**src/hw/rtl/ccmm_pkg.sv**
```systemverilog
package ccmm_pkg;

  localparam int OP_W    = 2;
  localparam int VALUE_W = 10;
  localparam int CNT_W   = 10;

  localparam logic [OP_W-1:0] OP_CLEAR = 2'd0;
  localparam logic [OP_W-1:0] OP_ADD   = 2'd1;
  localparam logic [OP_W-1:0] OP_SOLVE = 2'd2;

  typedef enum logic [2:0] {
    ST_IDLE,
    ST_CHECK,
    ST_COIN,
    ST_TAB,
    ST_WRITE,
    ST_DONE
  } ccmm_state_t;

  typedef struct packed {
    logic clear;
    logic add;
    logic load;
    logic res_zero;
    logic res_base;
    logic init;
    logic coin_step;
    logic acc_upd;
    logic wr_entry;
    logic res_acc;
    logic next_sum;
  } ccmm_cmd_t;

  typedef struct packed {
    logic big;
    logic tzero;
    logic czero;
    logic usable;
    logic last_coin;
    logic last_sum;
  } ccmm_sts_t;

endpackage

```
**src/hw/rtl/ccmm_ctrl.sv**
```systemverilog
module ccmm_ctrl import ccmm_pkg::*; (
  input  logic            clk,
  input  logic            rst_n,
  input  logic            start,
  input  logic [OP_W-1:0] in_opcode,
  input  ccmm_sts_t       sts,
  output ccmm_cmd_t       cmd,
  output logic            busy,
  output logic            out_valid
);

  ccmm_state_t state_r, state_nxt;

  always_ff @(posedge clk) begin
    if (!rst_n) begin
      state_r <= ST_IDLE;
    end else begin
      state_r <= state_nxt;
    end
  end

  always_comb begin
    state_nxt = state_r;
    cmd       = '0;
    unique case (state_r)
      ST_IDLE: begin
        if (start) begin
          case (in_opcode)
            OP_CLEAR: cmd.clear = 1'b1;
            OP_ADD:   cmd.add = 1'b1;
            OP_SOLVE: begin
              cmd.load  = 1'b1;
              state_nxt = ST_CHECK;
            end
            default: ;
          endcase
        end
      end
      ST_CHECK: begin
        if (sts.big) begin
          cmd.res_zero = 1'b1;
          state_nxt    = ST_DONE;
        end else if (sts.tzero) begin
          cmd.res_base = 1'b1;
          state_nxt    = ST_DONE;
        end else begin
          cmd.init  = 1'b1;
          state_nxt = sts.czero ? ST_WRITE : ST_COIN;
        end
      end
      ST_COIN: begin
        // usable coin: table read at s - c is in flight
        if (sts.usable) begin
          state_nxt = ST_TAB;
        end else if (sts.last_coin) begin
          state_nxt = ST_WRITE;
        end else begin
          cmd.coin_step = 1'b1;
        end
      end
      ST_TAB: begin
        cmd.acc_upd = 1'b1;
        if (sts.last_coin) begin
          state_nxt = ST_WRITE;
        end else begin
          cmd.coin_step = 1'b1;
          state_nxt     = ST_COIN;
        end
      end
      ST_WRITE: begin
        cmd.wr_entry = 1'b1;
        if (sts.last_sum) begin
          cmd.res_acc = 1'b1;
          state_nxt   = ST_DONE;
        end else begin
          cmd.next_sum = 1'b1;
          state_nxt    = sts.czero ? ST_WRITE : ST_COIN;
        end
      end
      ST_DONE: state_nxt = ST_IDLE;
      default: state_nxt = ST_IDLE;
    endcase
  end

  assign busy      = state_r != ST_IDLE;
  assign out_valid = state_r == ST_DONE;

endmodule

```
**config.mk**
```make
export PLATFORM = sky130hd
export DESIGN_NAME = ccmm_ctrl
export DESIGN_NICKNAME = d
export VERILOG_FILES = /design/src/hw/rtl/ccmm_pkg.sv /design/src/hw/rtl/ccmm_ctrl.sv
export SDC_FILE = /design/constraint.sdc
export NUM_CORES = 1
export LEC_CHECK = 0
export BUFFER_PORTS_ARGS = -buffer_cell sky130_fd_sc_hd__buf_2
export CORE_AREA = 2 2 39 41
export DETAILED_ROUTE_END_ITERATION = 6
export DIE_AREA = 0 0 41 43
export MAX_ROUTING_LAYER = met4
export PLACE_DENSITY = 0.6
export SLEW_MARGIN = 5
export SYNTH_ARGS = -nofsm -noshare
export SYNTH_HDL_FRONTEND = slang
export SYNTH_SLANG_ARGS = --single-unit
```
**constraint.sdc**
```tcl
create_clock -name clk -period 1.2 [get_ports clk]
set_input_delay 0.24 -clock clk [delete_from_list [all_inputs] [get_ports clk]]
set_output_delay 0.24 -clock clk [all_outputs]
set_load 0.05 [all_outputs]
```
==> flow_summary.ini, run 1 <==
[cells_and_area]
final_util_pct = 69.71
drive_gt1_share_pct = 75.56
area.growth.synth_to_final_pct = 159.6
final_cell_count_no_fill = 106
regMostFlops = state_r
final_nets = 102
diodes = 0
largest_register_ffs = 3
top_regs = state_r x3

[sta]
fin_crit_sh_pct = 141.0
hold_viol = 0
final.setup.worst_slack_ns = -0.4918
setup_viol = 16
period_needed_ns = 1.692
slew_headroom_pct = 81.33
drv_slew = 0
grt_setup_unrepaired = yes
max_freq_mhz = 591.1
worstMarginPinSlew_ns = 0.2795
skew_ns = 0.01128

[grt]
grt_use_total_pct = 19.28
antenna_found_initial = 0
grt_pass1_wl_mm = 2.290
gr-total-overflow = 0
grt_max_degree = 14
grt_pass1_vias = 503

[worst_setup_path]
critPathMaxFanout = 4
reg2reg_to = state_r[2]
rr_worst_depth = 6
end_kind = output port
slowest_delay_ns = 0.43
cp-start-kind = flop
required_ns = 0.96
cp_data_arrival_time_ns = 1.45
critPathSlowestCell = or3_4
critPathKind = flop to output port
crit_buf_inv = 1
crit_path_cell_trace = or3_4 > nor4b_4 > buf_6
r2r_setup_slack_ns = -0.24
r2r-start = state_r[2]
crit_family = simple AND/OR/NAND/NOR gates

[synthesis]
yosysTopAreaCellShare_pct = 16.16
synth_seq_cells = 3
synth_area_per_cell_um2 = 7.432
synth-warning-count = 0
synth.area.top_cells = dfxtp_1 16%, nor4b_1 9.4%, and2b_1 6.1%
async_flop_share_pct = 0
synth_common_cells = 4 x nor4b_1, 4 x o21ai_0
synth_cells = 50
synthesis.area_um2 = 371.6
ys_seq_area_share_pct = 16.16
synth-edff-count = 0
synth_fp_nets = 61
synth_ff_type = dfxtp_1
synth.distinct_cells = 27
synth_largest_area_cell = dfxtp_1

[pwr]
power.internal_mw = 0.3564
clockPowerShare_pct = 33.0
switching_power_mw = 0.2094
pwr-share-seq_pct = 18.8
p_comb_share_pct = 48.2
swShare_pct = 37.01
ir_drop_mv = 0.4201
p_per_area_nw_per_um2 = 586.6
leakagePower_nw = 0.4029

[clock_tree]
cts_buffers = 3
clk_pin_slew_worst_paths_ns = 0.04
cts.sinks = 3
root_buffer = clkbuf_4
hold_buffers = 0
insertion_delay_ns = 0.24
cts-htree-levels = 1
clockBufferDepth = 2
cts_tree = built

[min_path]
hp-start = rst_n
min_to = state_r[1]
hp-class = input port to flop
holdPathStages = 3

[place]
dp.cells = 92
port_buffers = 23
place.gp.congestion = 0.7697
dp_hpwl_um = 886

[die]
die_area_um2 = 1763
core_area_um2 = 1384
fp.dieW_um = 41
rows = 14
dieHeight_um = 43
io_pins = 24
start_util_pct = 26.85

[route]
drtPass1Iterations = 4
drtAntennaViolNets = 0
initialDrtViolationCount = 8
viasPerCell = 5.075
vias = 538
avgRoutedWirePerCell_um = 14.08
drc = 0
routed_wl_mm = 1.492

[status]
status = complete, but fails checks
violations = negative setup slack

[run]
cap_violations = 0
## power groups by stage
| stage | Combinational, mW | Sequential [mW] | Clock, mW |
|---|---|---|---|
| floorplan | 0.156 | 0.109 | 0 |
| global placement | 0.198 | 0.108 | 0 |
| detailed placement | 0.201 | 0.108 | 0 |
| CTS | 0.242 | 0.106 | 0.189 |
| global route | 0.288 | 0.106 | 0.201 |
| finish | 0.273 | 0.106 | 0.186 |
## per-stage QoR
step / instance area [µm²] / hold WS (ns) / power, mW / setup TNS, ns / worst slack (ns)
3_5_place_dp: 656.9 / 0.5217 / 0.3089 / -2.273 / -0.3586
6_report: 964.7 / 0.2649 / 0.5658 / -5.521 / -0.4918
3_3_place_gp: 656.9 / 0.5183 / 0.3061 / -2.134 / -0.3097
4_1_cts: 907.1 / 0.2710 / 0.5380 / -5.102 / -0.5023
5_1_grt: 964.7 / 0.2768 / 0.5951 / -6.180 / -0.5343
2_1_floorplan: 519.2 / 0.3768 / 0.2648 / -2.293 / -0.5636
## kinds of logic (layout without fill, tap and decap cells)
| logic type | count (synthesis) | count (layout) | synth area share (%) |
|---|---|---|---|
| and+or+nand+nor | 26 | 26 | 47.47 |
| AOI/OAI and AO/OA | 14 | 14 | 24.92 |
| buffers and inverters | 6 | 46 | 8.754 |
| DFF | 3 | 3 | 16.16 |
| muxes | 1 | 1 | 2.694 |
## worst max-delay path by stage
stage,startpoint,to,cells after the start
2_1_floorplan,state_r[0],cmd[10],3
3_3_place_gp,state_r[0],cmd[10],3
3_5_place_dp,state_r[0],cmd[10],3
4_1_cts,state_r[2],cmd[10],3
5_1_grt,state_r[2],cmd[10],3
6_report,state_r[2],cmd[10],3
## cells in the final DEF (no fill, tap or decap), types with 2 or more instances in the layout
cell type	netlist	layout
nor4b_4	0	4
buf_2	2	10
buf_8	0	3
o21ai_0	4	2
nor3b_4	0	2
inv_1	2	2
and2b_1	3	2
nand3b_1	2	2
dfxtp_2	0	3
buf_12	0	2
nor2_1	3	2
clkbuf_4	0	3
o21a_1	2	2
a21oi_2	1	3
buf_6	1	16
buf_4	0	8
## routing by layer
| layer | global-route usage, % | vias to the layer above | part of all wire, % |
|---|---|---|---|
| met5 | - | - | 0 |
| met4 | 4.000 | 0 | 0 |
| met3 | 3.141 | 0 | 5.2 |
| met2 | 33.44 | 16 | 57 |
| met1 | 21.97 | 256 | 38 |
| li1 | - | 266 | - |
## layout make-up
| class | instances | area (µm²) |
|---|---|---|
| Clock buffer | 4 | 26.28 |
| Fill cell | 107 | 419.2 |
| Inverter | 2 | 7.507 |
| Multi-Input combinational cell | 41 | 439.2 |
| Sequential cell | 3 | 63.81 |
| Tap cell | 16 | 20.02 |
| Timing Repair Buffer | 40 | 407.9 |
## tightest hold or removal path: stages
cell      delay (ns)
buf_2           0.11
o211ai_4        0.08
a21oi_2         0.04
## what timing repair did
item                                    in CTS  in global routing
resized for setup                           44                  7
endpoints found under the setup margin      16                 16
pin swaps                                    5                  1
setup buffers                                6                  4
gates cloned                                 1                  0
No activity file was read; power rests on OpenSTA's default activity.
==> run 2: changes to the inputs <==
Settings changed: ABC_AREA set to 1, GPL_TIMING_DRIVEN set to 0, PLACE_DENSITY 0.6 to 0.57.
==> flow_summary.ini, run 2 <==
[place]
place_ws_ns = -0.1984
dp.cells = 107
place.gp.congestion = 0.7177
port_buffers = 23
dp_hpwl_um = 793.6

[pwr]
ir_drop_mv = 0.3279
leakagePower_nw = 0.4280
p_per_area_nw_per_um2 = 676.1
p_total_mw = 0.5625

[synthesis]
synthMuxAreaShare_pct = 0
synth.distinct_cells = 13
synth.most_common_cell = nand2_1
synth_common_cells = 17 x nand2_1, 14 x inv_1, 14 x nor2_1
synth_top_family_by_area = simple AND/OR/NAND/NOR gates
synthesis.area_um2 = 337.8
synth-edff-count = 0
synth.area.top_cells = nand2_1 19%, dfxtp_1 18%, inv_1 16%
synth_fa_ha_area_share_pct = 0
synth-warning-count = 0
async_flop_share_pct = 0
ys_seq_area_share_pct = 17.78
yosysTopAreaCellShare_pct = 18.89
synth_largest_area_cell = nand2_1
synth_seq_cells = 3
yosys.area_share.xor_xnor_pct = 0
synth_fp_nets = 79
synth_ff_type = dfxtp_1
yosys.area_share.simple_pct = 57.41
synth_cells = 68
synth-compound-area-share_pct = 7.037
synth_area_per_cell_um2 = 4.968

[worst_setup_path]
critical_path.startpoint = state_r[0]
cp-start-kind = flop
crit_end = cmd[9]
critPathKind = flop to output port
required_ns = 0.96
end_kind = output port
cp_data_arrival_time_ns = 1.24
rr_worst_depth = 8
reg2reg_to = state_r[2]
r2r_setup_slack_ns = -0.03
r2r-start = state_r[0]
critPathMaxFanout = 5

[clock_tree]
cts.sinks = 3
clk_pin_slew_worst_paths_ns = 0.04
insertion_delay_ns = 0.23
cts_buffers = 3
cts-htree-levels = 1
root_buffer = clkbuf_4
hold_buffers = 0
cts_tree = built
clockBufferDepth = 2

[cells_and_area]
layout_commonest_cell = nand2_1
largest_register_ffs = 3
layout_common_cells = 13 x nand2_1, 11 x inv_1, 11 x buf_6
top_regs = state_r x3
area.growth.synth_to_final_pct = 146.3
final_nets = 118
diodes = 0
drive_gt1_share_pct = 62.26
final_cell_count_no_fill = 122
regMostFlops = state_r

[grt]
grt_max_degree = 8
grt_pass1_wl_mm = 1.656
grt_pass1_vias = 455
grt_use_total_pct = 13.64
antenna_found_initial = 0
gr-total-overflow = 0

[sta]
drv_slew = 0
setup_viol = 14
skew_ns = 0.003916
fin_crit_sh_pct = 123.5
max_freq_mhz = 674.5
worstMarginPinSlew_ns = 0.1833
final.setup.worst_slack_ns = -0.2825
fin_tns_setup_ns = -2.570
whs_ns = 0.2574
period_needed_ns = 1.482
grt_setup_unrepaired = yes
slew_headroom_pct = 87.74
hold_viol = 0

[die]
die_area_um2 = 1763
io_pins = 24
rows = 14
core_area_um2 = 1384
start_util_pct = 24.41
dieHeight_um = 43
fp.dieW_um = 41

[run]
cap_violations = 0

[status]
violations = negative setup slack
status = complete, but fails checks

[route]
initialDrtViolationCount = 3
vias = 539
routed_wl_mm = 1.077
drtPass1Iterations = 3
drtAntennaViolNets = 0
drc = 0
viasPerCell = 4.418
avgRoutedWirePerCell_um = 8.828

[min_path]
hp-class = input port to flop
[run 2: worst min-delay path by stage]
stage	start	endpoint	cells after the start
3_5_place_dp	rst_n	state_r[1]	3
2_1_floorplan	rst_n	state_r[1]	2
4_1_cts	rst_n	state_r[1]	3
5_1_grt	rst_n	state_r[1]	3
3_3_place_gp	rst_n	state_r[1]	3
6_report	rst_n	state_r[1]	3
[run 2: layout make-up]
| cell class | count | area [µm²] |
|---|---|---|
| tap | 16 | 20.02 |
| clock buffer | 4 | 26.28 |
| sequential | 3 | 71.32 |
| inverter | 16 | 65.06 |
| timing repair buffer | 34 | 301.5 |
| multi-input combinational | 49 | 347.8 |
| fill | 136 | 551.8 |
[run 2: cell families (layout without fill, tap and decap cells)]
kind of cell / Yosys count / count (layout)
and+or+nand+nor: 45 / 45
buffers and inverters: 16 / 54
AOI/OAI and AO/OA: 4 / 4
DFF: 3 / 3
[run 2: layer usage]
layer  global-route usage (%)  part of all wire, %  vias up
met1                    14.33                   38      240
met2                    23.44                   56       16
met3                    2.094                  5.4        2
met5                        -                    0        -
met4                    6.000                 0.56        0
li1                         -                    -      281
[run 2: metrics by stage]
stage	util [%]	area, µm²
after floorplan	-	440.4
after global placement	41.59	575.6
after detailed placement	41.59	575.6
after CTS	54.25	750.7
after global routing	60.13	832.0
final	60.13	832.0
[run 2: power breakdown]
part / internal (mW) / switching [mW]
logic: 0.122 / 0.152
clock network: 0.125 / 0.0529
registers: 0.101 / 0.00992
[run 2: critical path, cell delays in order, from the launching register on]
cell and delay (ns):
dfxtp_4 0.36, nor2_4 0.19, nand2_8 0.09, nor3b_4 0.19, buf_6 0.18
[run 2: what timing repair did]
item                                    CTS  global route
endpoints found under the setup margin   14            15
gates cloned                              0             0
buffers inserted                          5             6
gates resized for setup                  37            11
pin swaps                                 5             3
